## config.mk

```make
export PLATFORM = sky130hd
export DESIGN_NAME = wet_ctrl
export DESIGN_NICKNAME = d
export VERILOG_FILES = /design/src/rtl/wet_pkg.sv /design/src/rtl/wet_ctrl.sv
export SDC_FILE = /design/constraint.sdc
export NUM_CORES = 1
export LEC_CHECK = 0
export ABC_AREA = 1
export BUFFER_PORTS_ARGS = -buffer_cell sky130_fd_sc_hd__buf_4
export CAP_MARGIN = 30
export CORE_AREA = 5 5 64 66
export DETAILED_ROUTE_END_ITERATION = 10
export DIE_AREA = 0 0 69 71
export HOLD_SLACK_MARGIN = 0.06
export SLEW_MARGIN = 10
export SYNTH_ARGS = -nofsm -noshare
export SYNTH_HDL_FRONTEND = slang
export SYNTH_SLANG_ARGS = --single-unit
```

## constraint.sdc

```tcl
create_clock -name clk -period 2.7 [get_ports clk]
set_input_delay 0.54 -clock clk [delete_from_list [all_inputs] [get_ports clk]]
set_output_delay 0.54 -clock clk [all_outputs]
set_load 0.01 [all_outputs]
```

## src/rtl/wet_pkg.sv

```systemverilog
// Shared command and status types for the weight experience table.
package wet_pkg;

    typedef enum logic [3:0] {
        OP_IDLE, OP_PREP, OP_LOAD, OP_ADD, OP_CMPS, OP_CUT, OP_SCAN,
        OP_RDL, OP_RDW, OP_RDR, OP_ML, OP_MR, OP_CMB, OP_DIV, OP_WR, OP_OUT
    } op_t;

    typedef struct packed {
        op_t op;
    } cmd_t;

    typedef struct packed {
        logic last;
        logic cut_go;
        logic adapt_go;
    } sts_t;

    localparam logic [1:0] REG_LOW_END = 2'd0;
    localparam logic [1:0] REG_SPACING = 2'd1;

endpackage

```

## src/rtl/wet_ctrl.sv

```systemverilog
// Sequencer for the table load and for one request: add, cut, scan, adapt, output.
module wet_ctrl
(
    input  logic            clk,
    input  logic            rst_n,
    input  logic            start,
    input  logic            cfg_hit,
    input  wet_pkg::sts_t   sts,
    output wet_pkg::cmd_t   cmd,
    output logic            busy,
    output logic            done
);

    typedef enum logic [15:0] {
        ST_PREP = 16'h0001, ST_LOAD = 16'h0002, ST_IDLE = 16'h0004, ST_ADD  = 16'h0008,
        ST_CMPS = 16'h0010, ST_CUT  = 16'h0020, ST_SCAN = 16'h0040, ST_RDL  = 16'h0080,
        ST_RDW  = 16'h0100, ST_RDR  = 16'h0200, ST_ML   = 16'h0400, ST_MR   = 16'h0800,
        ST_CMB  = 16'h1000, ST_DIV  = 16'h2000, ST_WR   = 16'h4000, ST_OUT  = 16'h8000
    } state_t;

    state_t state_reg, state_next;
    logic   done_reg, done_next;

    // result register is loaded during OUT, so done is registered and rises in the cycle after it
    assign done_next = (state_reg == ST_OUT);

    always_ff @(posedge clk or negedge rst_n)
    begin
        if (!rst_n)
        begin
            state_reg <= ST_PREP;
            done_reg  <= 1'b0;
        end
        else
        begin
            state_reg <= state_next;
            done_reg  <= done_next;
        end
    end

    always_comb
    begin
        state_next = state_reg;
        case (state_reg)
            ST_PREP: state_next = cfg_hit ? ST_PREP : ST_LOAD;
            ST_LOAD: state_next = cfg_hit ? ST_PREP : (sts.last ? ST_IDLE : ST_LOAD);
            ST_IDLE:
            begin
                if (cfg_hit)
                    state_next = ST_PREP;
                else if (start)
                    state_next = ST_ADD;
            end
            ST_ADD:  state_next = ST_CMPS;
            ST_CMPS: state_next = sts.cut_go ? ST_CUT : ST_SCAN;
            ST_CUT:  state_next = sts.last ? ST_SCAN : ST_CUT;
            ST_SCAN: state_next = sts.last ? ST_RDL : ST_SCAN;
            ST_RDL:  state_next = ST_RDW;
            ST_RDW:  state_next = ST_RDR;
            ST_RDR:  state_next = ST_ML;
            ST_ML:   state_next = sts.adapt_go ? ST_MR : ST_OUT;
            ST_MR:   state_next = ST_CMB;
            ST_CMB:  state_next = ST_DIV;
            ST_DIV:  state_next = sts.last ? ST_WR : ST_DIV;
            ST_WR:   state_next = ST_OUT;
            ST_OUT:  state_next = ST_IDLE;
            default: state_next = ST_PREP;
        endcase
    end

    always_comb
    begin
        case (state_reg)
            ST_PREP: cmd.op = wet_pkg::OP_PREP;
            ST_LOAD: cmd.op = wet_pkg::OP_LOAD;
            ST_ADD:  cmd.op = wet_pkg::OP_ADD;
            ST_CMPS: cmd.op = wet_pkg::OP_CMPS;
            ST_CUT:  cmd.op = wet_pkg::OP_CUT;
            ST_SCAN: cmd.op = wet_pkg::OP_SCAN;
            ST_RDL:  cmd.op = wet_pkg::OP_RDL;
            ST_RDW:  cmd.op = wet_pkg::OP_RDW;
            ST_RDR:  cmd.op = wet_pkg::OP_RDR;
            ST_ML:   cmd.op = wet_pkg::OP_ML;
            ST_MR:   cmd.op = wet_pkg::OP_MR;
            ST_CMB:  cmd.op = wet_pkg::OP_CMB;
            ST_DIV:  cmd.op = wet_pkg::OP_DIV;
            ST_WR:   cmd.op = wet_pkg::OP_WR;
            ST_OUT:  cmd.op = wet_pkg::OP_OUT;
            default: cmd.op = wet_pkg::OP_IDLE;
        endcase
    end

    assign busy = (state_reg != ST_IDLE) || cfg_hit;
    assign done = done_reg;

endmodule

```

* Word-level counts from Yosys, hierarchy flattened *
Index checks and enable logic that the tools add are counted.

storage, ports and cells
  register bits after elaboration = 17
  output and inout port bits = 6

operators by class
  equality and inequality tests = 18
  mux-type cells = 12
  reductions and logical operators = 1

operators by type and width
  operator                                                 count
  case mux 16 bit (16 select lines)                        1
  case mux 4 bit (15 select lines)                         1
  2-to-1 mux 16 bit                                        3
  == test 16 x 1 -> 1 bit (second input constant)          1
  == test 16 x 10 -> 1 bit (second input constant)         1
  == test 16 x 11 -> 1 bit (second input constant)         1
  == test 16 x 12 -> 1 bit (second input constant)         1
  == test 16 x 13 -> 1 bit (second input constant)         1
  == test 16 x 14 -> 1 bit (second input constant)         1
  == test 16 x 15 -> 1 bit (second input constant)         1
  == test 16 bit (second input constant)                   1
  == test 16 x 2 -> 1 bit (second input constant)          1
  == test 16 x 3 -> 1 bit (second input constant)          1
  == test 16 x 4 -> 1 bit (second input constant)          1
  == test 16 x 5 -> 1 bit (second input constant)          1
  == test 16 x 6 -> 1 bit (second input constant)          1
  == test 16 x 7 -> 1 bit (second input constant)          1
  == test 16 x 8 -> 1 bit (second input constant)          1
  == test 16 x 9 -> 1 bit (second input constant)          1
  inequality test 16 x 3 -> 1 bit (second input constant)  1
  2-to-1 mux 15 bit                                        1
  2-to-1 mux 7 bit                                         2
  2-to-1 mux 8 bit                                         1
  2-to-1 mux 3 bit                                         2
  other kinds (3)                                          3

* Logic depth before layout (Yosys ltp) *
Gate-level depths: netlist of run 1.

  depth after elaboration = 3
  mapped depth = 11
  mapped depth without buffers = 11

* Worst setup path after synthesis of run 1 *
No wires, ideal clock.

  path kind = reg2out
  from = register state_reg[7]
  to = output cmd[3] (netlist bit)
  arrival = 1,184 ps
  data required time = 2,160 ps
  setup slack = 976 ps
  stages on the path, launching flop included = 10
  cells stage by stage = dfrtp_1 -> nor2_4 -> nand2_4 -> nor2_8 -> nand2_4 -> nand2_2 -> inv_2 -> nand2_2 -> nor2_1 -> inv_1

RTL lines
  what                    line            RTL
  start, declared         wet_ctrl.sv:21  state_t state_reg, state_next;
  start signal, assigned  wet_ctrl.sv:36  state_reg <= state_next;
  end, declared           wet_ctrl.sv:9   output wet_pkg::cmd_t cmd,

==> impl_summary.log, run 1 <==
[metrics] sequence of cells on the critical path: nor2_2, nand2_4, nor2_8, nand2_1, inv_1, nor3_1, nand3_1, buf_4
[metrics] unrepaired setup endpoints after global routing: false
[metrics] first-pass GRT wire length: 4310 microns
[metrics] Post-Synthesis Cell Area: 0.00114 sq mm
[metrics] placement-stage worst setup slack: 0.694 ns
[metrics] arrival time worst endpoint: 1.77 ns
[metrics] Stages on worst setup path: 8
[metrics] CTS sink count: 17
[metrics] CP Launch Type: flop
[metrics] number of antenna violations at the first check in global routing: 0
[metrics] routed wire length: ~2300 microns
[metrics] flop2flop setup slack: 1.27 ns
[metrics] family with the most delay on the worst path: simple AND/OR/NAND/NOR gates
[metrics] final number of hold-violating endpoints: 0
[metrics] FF-to-FF End: state_reg[0]
[metrics] insertion delay of the later-clocked pin in the worst-skew pair: 0.29 ns
[metrics] Final #Nets: about 180
[metrics] cell count after synthesis: 155
[metrics] Post-Syn Area per Cell: 7.37 sq um
[metrics] count of cells resized by post-cts repair: 0
[metrics] htree depth: 1
[metrics] Routed wire per std cell: 10.7 microns
[metrics] buffers added on ports: 12
[metrics] worst path setup slack after routing: approximately 0.4 ns
[metrics] die outline height: 71 microns
[metrics] final sum of negative setup slack: 0 ns
[metrics] post-CTS clock slew at the launch and capture registers of the worst setup and hold paths: about 0.10 ns
[metrics] total routing usage reported by global routing: 10.6%
[metrics] routability-driven placement congestion ratio: approximately 0.81
[metrics] ratio of final minimum period to clock period: 85.6%
[metrics] DP Wirelength: 1890 microns
[metrics] pwr dens: just over 500 mW/mm^2
[metrics] number of diodes added for antenna fixing: 0
[metrics] count of max-cap constraint violations: 0
[metrics] Synthesized Nets: 162
[metrics] setup violation total in the final timing report: 0
[metrics] final std cells w/o fill: 219
[metrics] Die Footprint: between 0.004 and 0.005 sq mm
[metrics] count of antenna-violating nets left after detailed routing: 0
[metrics] run status: complete, no violations
[metrics] TritonCTS clock tree: built
[metrics] horizontal die dimension: just under 70 microns
[metrics] count of buffers added by post-CTS timing repair for setup: 0
[metrics] Worst Reg-to-Reg Cells: 8
[metrics] count of standard-cell rows: 22
[metrics] required time worst endpoint: 2.16 ns
[metrics] Max stage delay on crit path: 0.55 ns
[metrics] vias post-DR: around 970
[metrics] flip-flop count of the largest register, all copies and words added: 16
[metrics] Reg area: 427 sq um
[metrics] CP max-delay cell: dfstp_2
[metrics] total placed cells including tap cells: 215
[metrics] Netlist cell types: 20
[metrics] area used by multi-input combinational logic: 626 sq um
[metrics] transition at the pin with the smallest max-transition slack: 0.239 ns
[metrics] clock root buffer master: clkbuf_4
[metrics] grt total ovfl: 0
[metrics] TritonRoute pass-1 iters: 4
[metrics] pin count of the biggest net entering global routing: 18
[metrics] final setup skew: ~0.0045 ns
[metrics] combined buffer and inverter count along the critical path: 2
[metrics] FF+latch count, synth: 17
[metrics] via count of the first global-routing pass: 975
[metrics] number of inserted filler cells in the final layout: 390
[metrics] Core Footprint: 0.00352 sq mm
[metrics] I/O Pins: 13
[metrics] leading cell types in the layout, fill and taps excluded: nor2_1 (33), nand2_1 (27), inv_1 (19)
[metrics] kind of critical path: reg -> out
[metrics] Starting Density: 32.4%
[metrics] number of DRC violations after detailed-routing iteration 0: 31
[metrics] peak clock frequency supported by timing: 0.433 GHz
[metrics] fraction of final layout cells sized beyond drive strength 1: 28.7%
[metrics] number of vias per cell: around 4.4
[metrics] CP Max Fanout: 10
[metrics] most common cell after layout, fill and taps aside: nor2_1
[metrics] path category of the worst min-delay check: in -> async
[metrics] sequential-to-total area share from yosys stat: 37.3%
[metrics] Area Growth Syn to Fin: 15.4%
[metrics] highest ir drop seen on vdd: 0.000281 V
[metrics] Critical Path Sink Type: output port
[metrics] Crit Reg-Reg Startpoint: state_reg[6]
[metrics] maximum number of buffers from clock root to sink: 2
[metrics] number of pins exceeding their max-slew limit in the final report: 0
[metrics] overall power of the completed layout: 0.677 mW
[metrics] Yosys warning count: 0
[metrics] number of buffers inserted during clock tree synthesis: 3
[metrics] hold_buf cts: 0
[metrics] P_leak: 0.726 nW
[metrics] max_slew headroom: between 80% and 90%
[metrics] post-route DRC violation count: 0
[metrics] Min Clock Period, post-route: 2.31 ns
==> cells in the mapped netlist <==
cell type,n,share of area (%)
nor2_4,4,3.9
o21ai_0,2,0.88
a21oi_1,1,0.44
o211ai_2,1,1.1
nor2_2,8,4.4
inv_2,5,1.6
nand2_2,6,3.3
nand3_1,10,4.4
nand2_1,27,8.9
nand3_2,1,0.88
nor2_8,2,3.5
o21ai_1,6,2.6
nand2_4,6,5.9
dfstp_2,1,2.3
dfrtp_1,16,35
nor2_1,33,11
inv_1,19,6.2
o32ai_1,1,0.77
nor3_1,3,1.3
nand4_1,3,1.6
==> cell type report <==
| cell class | instances | area share (%) |
|---|---|---|
| clock buffers | 4 | 1.99 |
| repair buffers | 12 | 6.83 |
| well taps | 48 | 4.55 |
| multi-input cells | 114 | 47.4 |
| flip-flops and latches | 17 | 32.4 |
| inverters | 24 | 6.83 |
==> cell families (layout without fill, tap and decap cells) <==
| group | count (synthesis) | count (layout) | share of synthesized area [%] |
|---|---|---|---|
| compound gates | 11 | 11 | 5.80 |
| buf+inv | 24 | 40 | 7.89 |
| flops | 17 | 17 | 37.3 |
| simple gates | 103 | 103 | 49.0 |
==> layer usage <==
layer	vias up	GRT usage (%)	wire length, microns	part of all wire, %
li1	517	-	-	-
met1	435	13.9	1120	48
met2	18	17.5	1110	47
met3	4	1.99	75	3.2
met4	0	3.47	28	1.2
met5	-	0	0	0
==> worst max-delay path by stage <==
| stage | startpoint | endpoint | slack (ns) |
|---|---|---|---|
| after global routing | state_reg[3] | cmd[3] | 0.24 |
| after floorplan | state_reg[7] | cmd[3] | 0.98 |
| final | state_reg[0] | cmd[0] | 0.39 |
| after detailed placement | state_reg[0] | cmd[0] | 0.69 |
| after global placement | state_reg[0] | cmd[0] | 0.71 |
| after CTS | state_reg[0] | cmd[0] | 0.36 |
==> where the power goes <==
part	switching, mW	leakage [nW]	internal, mW	total, mW
Clock	0.0821	0.0150	0.0575	0.140
Combinational	0.162	0.478	0.0906	0.253
Sequential	0.0109	0.233	0.274	0.285
Total	0.255	0.726	0.422	0.677
==> metrics by stage <==
step	hold slack (ns)	instance area (sq um)	util, %
3_3_place_gp	0.422	1290	36.7
4_1_cts	0.0916	1320	37.4
3_5_place_dp	0.422	1290	36.7
2_1_floorplan	0.244	1140	-
6_report	0.0853	1320	37.4
5_1_grt	0.110	1320	37.4
No activity file was read; power rests on OpenSTA's default activity.
==> inputs of run 2 (changes only) <==
==> constraint.sdc (replaced) <==
create_clock -name clk -period 2.7 [get_ports clk]
set_input_delay 0.27 -clock clk [delete_from_list [all_inputs] [get_ports clk]]
set_output_delay 0.27 -clock clk [all_outputs]
set_load 0.01 [all_outputs]
==> impl_summary.log, run 2 (synthesis gave the netlist of run 1 again) <==
[metrics] run status: complete, no violations (unchanged)
[metrics] horizontal die dimension: 69 microns (unchanged)
[metrics] number of buffers inserted during clock tree synthesis: 3 (unchanged)
[metrics] TritonRoute pass-1 iters: 4 (unchanged)
[metrics] Routed wire per std cell: 10.7 microns (about the same)
[metrics] post-CTS clock slew at the launch and capture registers of the worst setup and hold paths: 0.10 ns (about the same)
[metrics] vias post-DR: 963 (was 974)
[metrics] ratio of final minimum period to clock period: 75.1% (was 85.6%)
[metrics] pin count of the biggest net entering global routing: 18 (unchanged)
[metrics] Met3 Routed Length: 57 microns (was 75 microns)
[metrics] CTS sink count: 17 (unchanged)
[metrics] Reg area: 427 sq um (unchanged)
[metrics] met1 layer wirelength in the final routing: 1140 microns (was 1120 microns)
[metrics] Area Growth Syn to Fin: 16.3% (was 15.4%)
[metrics] maximum number of buffers from clock root to sink: 2 (unchanged)
[metrics] number of vias per cell: 4.38 (was 4.45)
[metrics] Min Clock Period, post-route: 2.03 ns (was 2.31 ns)
[metrics] leading cell types in the layout, fill and taps excluded: nor2_1 (33), nand2_1 (27), inv_1 (19) (unchanged)
[metrics] htree depth: 1 (unchanged)
[metrics] insertion delay of the later-clocked pin in the worst-skew pair: 0.29 ns (about the same)
[metrics] arrival time worst endpoint: 1.76 ns (was 1.77 ns)
[metrics] buffers added on ports: 12 (unchanged)
[metrics] final sum of negative setup slack: 0 ns (unchanged)
[metrics] Critical Path Sink Type: output port (unchanged)
[metrics] pwr dens: 512 mW/mm^2 (was 514 mW/mm^2)
[metrics] hold_buf cts: 1 (was 0)
[metrics] fraction of final layout cells sized beyond drive strength 1: 28.5% (was 28.7%)
[metrics] P_leak: 0.730 nW (was 0.726 nW)
[metrics] most common cell after layout, fill and taps aside: nor2_1 (unchanged)
[metrics] via count of the first global-routing pass: 995 (was 975)
[metrics] number of DRC violations after detailed-routing iteration 0: 49 (was 31)
[metrics] count of standard-cell rows: 22 (unchanged)
[metrics] required time worst endpoint: 2.43 ns (was 2.16 ns)
[metrics] highest ir drop seen on vdd: 0.000277 V (was 0.000281 V)
[metrics] grt total ovfl: 0 (unchanged)
[metrics] setup violation total in the final timing report: 0 (unchanged)
[metrics] area used by multi-input combinational logic: 626 sq um (unchanged)
[metrics] routed wire length: 2360 microns (was 2340 microns)
[metrics] max_slew headroom: 83.4% (was 84.0%)
[metrics] count of max-cap constraint violations: 0 (unchanged)
[metrics] total length of routed met2 wires: 1120 microns (was 1110 microns)
[metrics] final setup skew: 0.00128 ns (was 0.00449 ns)
[metrics] number of antenna violations at the first check in global routing: 0 (unchanged)
[metrics] CP Launch Type: flop (unchanged)
[metrics] final std cells w/o fill: 220 (was 219)
[metrics] Starting Density: 32.4% (unchanged)
[metrics] uppermost signal routing layer after detailed routing: met4 (unchanged)
[metrics] kind of critical path: reg -> out (unchanged)
[metrics] I/O Pins: 13 (unchanged)
[metrics] Die Footprint: 0.00490 sq mm (unchanged)
[metrics] TritonCTS clock tree: built (unchanged)
[metrics] number of diodes added for antenna fixing: 0 (unchanged)
[metrics] count of antenna-violating nets left after detailed routing: 0 (unchanged)
[metrics] transition at the pin with the smallest max-transition slack: 0.249 ns (was 0.239 ns)
[metrics] first-pass GRT wire length: 4250 microns (was 4310 microns)
[metrics] post-route cell area: 0.00133 sq mm (was 0.00132 sq mm)
[metrics] peak clock frequency supported by timing: 0.493 GHz (was 0.433 GHz)
[metrics] die outline height: 71 microns (unchanged)
[metrics] path category of the worst min-delay check: in -> reg (was in -> async)
[metrics] Cell Area, Placed: 0.00129 sq mm (unchanged)
[metrics] total placed cells including tap cells: 215 (unchanged)
[metrics] flip-flop count of the largest register, all copies and words added: 16 (unchanged)
[metrics] clock root buffer master: clkbuf_4 (unchanged)
[metrics] number of inserted filler cells in the final layout: 414 (was 390)
[metrics] DP Wirelength: 1920 microns (was 1890 microns)
[metrics] final number of hold-violating endpoints: 0 (unchanged)
[metrics] number of pins exceeding their max-slew limit in the final report: 0 (unchanged)
[metrics] Core Footprint: 0.00352 sq mm (unchanged)
[metrics] CP Max Fanout: 10 (unchanged)
[metrics] unrepaired setup endpoints after global routing: false (unchanged)
[metrics] count of cells resized by post-cts repair: 0 (unchanged)
[metrics] post-route DRC violation count: 0 (unchanged)
[metrics] routability-driven placement congestion ratio: 0.800 (was 0.813)
[metrics] total routing usage reported by global routing: 10.6% (about the same)
[metrics] count of buffers added by post-CTS timing repair for setup: 0 (unchanged)
[metrics] Final #Nets: 180 (was 179)
run 2: cell count changes in the layout (fill, tap and decap cells not counted), sizes merged:
cell / previous run / this run
dlygate4sd3: 0 / 1
run 2: power by group:
group / internal, mW / switching (mW)
sequential: 0.274 / 0.0108
combinational: 0.0915 / 0.162
clock: 0.0575 / 0.0837
total: 0.423 / 0.257
run 2: final timing paths:
check	startpoint	endpoint	slack [ns]	cells past startpoint
min	sts[0]	state_reg[15]	0.17	2
max	state_reg[0]	cmd[0]	0.67	8
min in group asynchronous	rst_n	state_reg[3]	0.36	2
min reg2reg	state_reg[3]	state_reg[4]	0.64	2
max reg2reg	state_reg[6]	state_reg[0]	1.25	8
max in group asynchronous	rst_n	state_reg[0]	2.09	2
run 2: worst max-delay path, stage by stage, from the launching register on:
cell and delay, ns:
dfstp_2 0.55, nor2_2 0.06, nand2_4 0.12, nor2_8 0.07, nand2_1 0.11, inv_1 0.08
nor3_1 0.20, nand3_1 0.12, buf_4 0.16
run 2: final cells by class:
cell class | count | share of cell area (%)
Clock buffer | 4 | 1.98
Inverter | 24 | 6.78
Multi-Input combinational cell | 114 | 47.1
Sequential cell | 17 | 32.1
Tap cell | 48 | 4.52
Timing Repair Buffer | 13 | 7.53
run 2: stage by stage:
stage | util [%] | power (mW) | setup WS [ns] | hold slack, ns
2_1_floorplan | - | 0.477 | 1.25 | -0.0256
3_3_place_gp | 36.7 | 0.544 | 0.981 | 0.152
3_5_place_dp | 36.7 | 0.544 | 0.988 | 0.152
4_1_cts | 37.7 | 0.688 | 0.649 | 0.170
5_1_grt | 37.7 | 0.726 | 0.545 | 0.185
6_report | 37.7 | 0.680 | 0.671 | 0.169
run 2: per-layer routing:
| layer | GRT usage, % | up-vias |
|---|---|---|
| li1 | - | 513 |
| met3 | 1.99 | 5 |
| met5 | 0 | - |
| met1 | 13.4 | 434 |
| met2 | 17.4 | 11 |
| met4 | 4.77 | 0 |
==> inputs of run 3 (changes only) <==
==> constraint.sdc (replaced) <==
create_clock -name clk -period 1.7 [get_ports clk]
set_input_delay 0.17 -clock clk [delete_from_list [all_inputs] [get_ports clk]]
set_output_delay 0.17 -clock clk [all_outputs]
set_load 0.01 [all_outputs]
==> impl_summary.log, run 3 (synthesis gave the netlist of run 1 again) <==
[metrics] required time worst endpoint: 1.53 ns (was 2.43 ns)
[metrics] routed wire length: 2630 microns (was 2360 microns)
[metrics] CTS sink count: 17 (unchanged)
[metrics] number of diodes added for antenna fixing: 0 (unchanged)
[metrics] Die Footprint: 0.00490 sq mm (unchanged)
[metrics] htree depth: 1 (unchanged)
[metrics] fraction of final layout cells sized beyond drive strength 1: 43.2% (was 28.5%)
[metrics] Routed wire per std cell: 11.3 microns (was 10.7 microns)
[metrics] area used by multi-input combinational logic: 748 sq um (was 626 sq um)
[metrics] TritonRoute pass-1 iters: 4 (unchanged)
[metrics] routability-driven placement congestion ratio: 0.810 (was 0.800)
[metrics] count of standard-cell rows: 22 (unchanged)
[metrics] run status: finished with violations (was complete, no violations)
[metrics] FF-to-FF End: state_reg[0] (unchanged)
[metrics] clock root buffer master: clkbuf_4 (unchanged)
[metrics] setup violation total in the final timing report: 4 (was 0)
[metrics] WHS Path Cells: 2 (unchanged)
[metrics] grt total ovfl: 0 (unchanged)
[metrics] P_leak: 0.822 nW (was 0.730 nW)
[metrics] worst hold slack across all endpoints: 0.0706 ns (was 0.169 ns)
[metrics] total placed cells including tap cells: 215 (unchanged)
[metrics] ratio of final minimum period to clock period: 108%
[metrics] final number of hold-violating endpoints: 0 (unchanged)
[metrics] flip-flop count of the largest register, all copies and words added: 16 (unchanged)
[metrics] maximum number of buffers from clock root to sink: 2 (unchanged)
[metrics] path category of the worst min-delay check: in -> reg (unchanged)
[metrics] final setup skew: 0.00118 ns (was 0.00128 ns)
[metrics] first-pass GRT wire length: 4740 microns (was 4250 microns)
[metrics] Worst Reg-to-Reg Cells: 9 (was 8)
[metrics] Starting Density: 32.4% (unchanged)
[metrics] number of inserted filler cells in the final layout: 379 (was 414)
[metrics] Crit Reg-Reg Startpoint: state_reg[0] (was state_reg[6])
[metrics] TritonCTS clock tree: built (unchanged)
[metrics] highest ir drop seen on vdd: 0.000397 V (was 0.000277 V)
[metrics] placement-stage worst setup slack: 0.0881 ns (was 0.988 ns)
[metrics] total routing usage reported by global routing: 11.8% (was 10.6%)
[metrics] unrepaired setup endpoints after global routing: true (was false)
[metrics] buffers added on ports: 12 (unchanged)
[metrics] Critical Path Sink Type: output port (unchanged)
[metrics] horizontal die dimension: 69 microns (unchanged)
[metrics] count of max-cap constraint violations: 0 (unchanged)
[metrics] kind of critical path: reg -> out (unchanged)
[metrics] launch point of the worst path: state_reg[0] (unchanged)
[metrics] Final #Nets: 193 (was 180)
[metrics] most common cell after layout, fill and taps aside: nor2_1 (unchanged)
[metrics] worst path setup slack after routing: -0.144 ns (was 0.671 ns)
[metrics] number of pins exceeding their max-slew limit in the final report: 0 (unchanged)
[metrics] startpoint of the tightest hold check path: sts[0] (unchanged)
[metrics] die outline height: 71 microns (unchanged)
[metrics] CP Max Fanout: 5 (was 10)
[metrics] final std cells w/o fill: 233 (was 220)
[metrics] via count of the first global-routing pass: 1086 (was 995)
[metrics] number of vias per cell: 4.39 (was 4.38)
[metrics] leading cell types in the layout, fill and taps excluded: nor2_1 (25), nand2_1 (23), buf_4 (21) (was nor2_1 (33), nand2_1 (27), inv_1 (19))
[metrics] arrival time worst endpoint: 1.67 ns (was 1.76 ns)
[metrics] I/O Pins: 13 (unchanged)
[metrics] Min Clock Period, post-route: 1.84 ns
[metrics] number of buffers inserted during clock tree synthesis: 3 (unchanged)
[metrics] Hold EP: state_reg[15] (unchanged)
[metrics] flop2flop setup slack: 0.27 ns (was 1.25 ns)
[metrics] peak clock frequency supported by timing: 0.542 GHz
[metrics] CP Launch Type: flop (unchanged)
[metrics] pwr dens: 788 mW/mm^2 (was 512 mW/mm^2)
[metrics] post-CTS clock slew at the launch and capture registers of the worst setup and hold paths: 0.10 ns (about the same)
[metrics] vias post-DR: 1024 (was 963)
[metrics] Core Footprint: 0.00352 sq mm (unchanged)
[metrics] number of DRC violations after detailed-routing iteration 0: 30 (was 49)
[metrics] overall power of the completed layout: 1.22 mW (was 0.680 mW)
[metrics] post-route DRC violation count: 0 (unchanged)
[metrics] violations in the final reports: negative setup slack
[metrics] Reg area: 427 sq um (unchanged)
[metrics] DP Wirelength: 1920 microns (about the same)
[metrics] transition at the pin with the smallest max-transition slack: 0.226 ns (was 0.249 ns)
[metrics] Area Growth Syn to Fin: 35.9% (was 16.3%)
[metrics] max_slew headroom: 84.9% (was 83.4%)
[metrics] count of antenna-violating nets left after detailed routing: 0 (unchanged)
[metrics] number of antenna violations at the first check in global routing: 0 (unchanged)
[metrics] insertion delay of the later-clocked pin in the worst-skew pair: 0.29 ns (about the same)
[metrics] pin count of the biggest net entering global routing: 18 (unchanged)
-- run 3: cell count changes in the layout (fill, tap and decap cells not counted), moves of 2 or more --
| cell | change |
|---|---|
| nor2_4 | +10 |
| nor2_1 | -8 |
| buf_4 | +9 |
| nor3_2 | +2 |
| o21ai_1 | -3 |
| nor3_1 | -2 |
| nand2_1 | -4 |
| o21ai_2 | +3 |
| buf_6 | +3 |
| nand2_4 | +3 |
-- run 3: area by class of cell --
class	count	share of cell area, %
clock buffer	4	1.69
inverter	24	5.80
multi-input combinational	115	48.2
sequential	17	27.5
tap	48	3.87
timing repair buffer	25	13.0
-- run 3: what timing repair did --
action,CTS,global route
gates resized for setup,24,9
hold endpoints to repair,17,0
buffers inserted,11,1
cloned,1,0
hold buffers,1,0
pin swaps,24,8
endpoints found under the setup margin,5,5
-- run 3: worst max-delay path, stage by stage (launching register included) --
cell	delay [ns]
dfstp_2	0.58
nor2_4	0.05
nand2_4	0.13
nor2_8	0.08
nand2_4	0.08
nand2_2	0.05
nor3_2	0.16
nand3_1	0.10
buf_4	0.16
-- run 3: per-layer routing --
metal | global-route usage, % | share of wire, %
met1 | 14.8 | 46
met2 | 20.8 | 50
met5 | 0 | 0
met3 | 1.70 | 2.3
met4 | 3.69 | 1.9
-- run 3: per-stage QoR --
| stage | area [sq um] | TNS, ns | util [%] |
|---|---|---|---|
| 6_report | 1550 | -0.547 | 44.1 |
| 5_1_grt | 1550 | -1.03 | 44.1 |
| 4_1_cts | 1520 | -0.667 | 43.1 |
| 3_5_place_dp | 1290 | 0 | 36.7 |
| 3_3_place_gp | 1290 | 0 | 36.7 |
| 2_1_floorplan | 1140 | 0 | - |
-- run 3: worst max-delay path by stage --
stage	end	slack (ns)	cells after the start
2_1_floorplan	cmd[3]	0.35	9
6_report	cmd[0]	-0.14	8
4_1_cts	cmd[2]	-0.18	7
3_3_place_gp	cmd[0]	0.08	8
5_1_grt	cmd[0]	-0.25	9
3_5_place_dp	cmd[0]	0.09	8
-- run 3: where the power goes --
part           internal, mW  total, mW  switching [mW]
clock network        0.0913      0.226           0.134
logic                 0.229      0.537           0.308
registers             0.436      0.461          0.0253
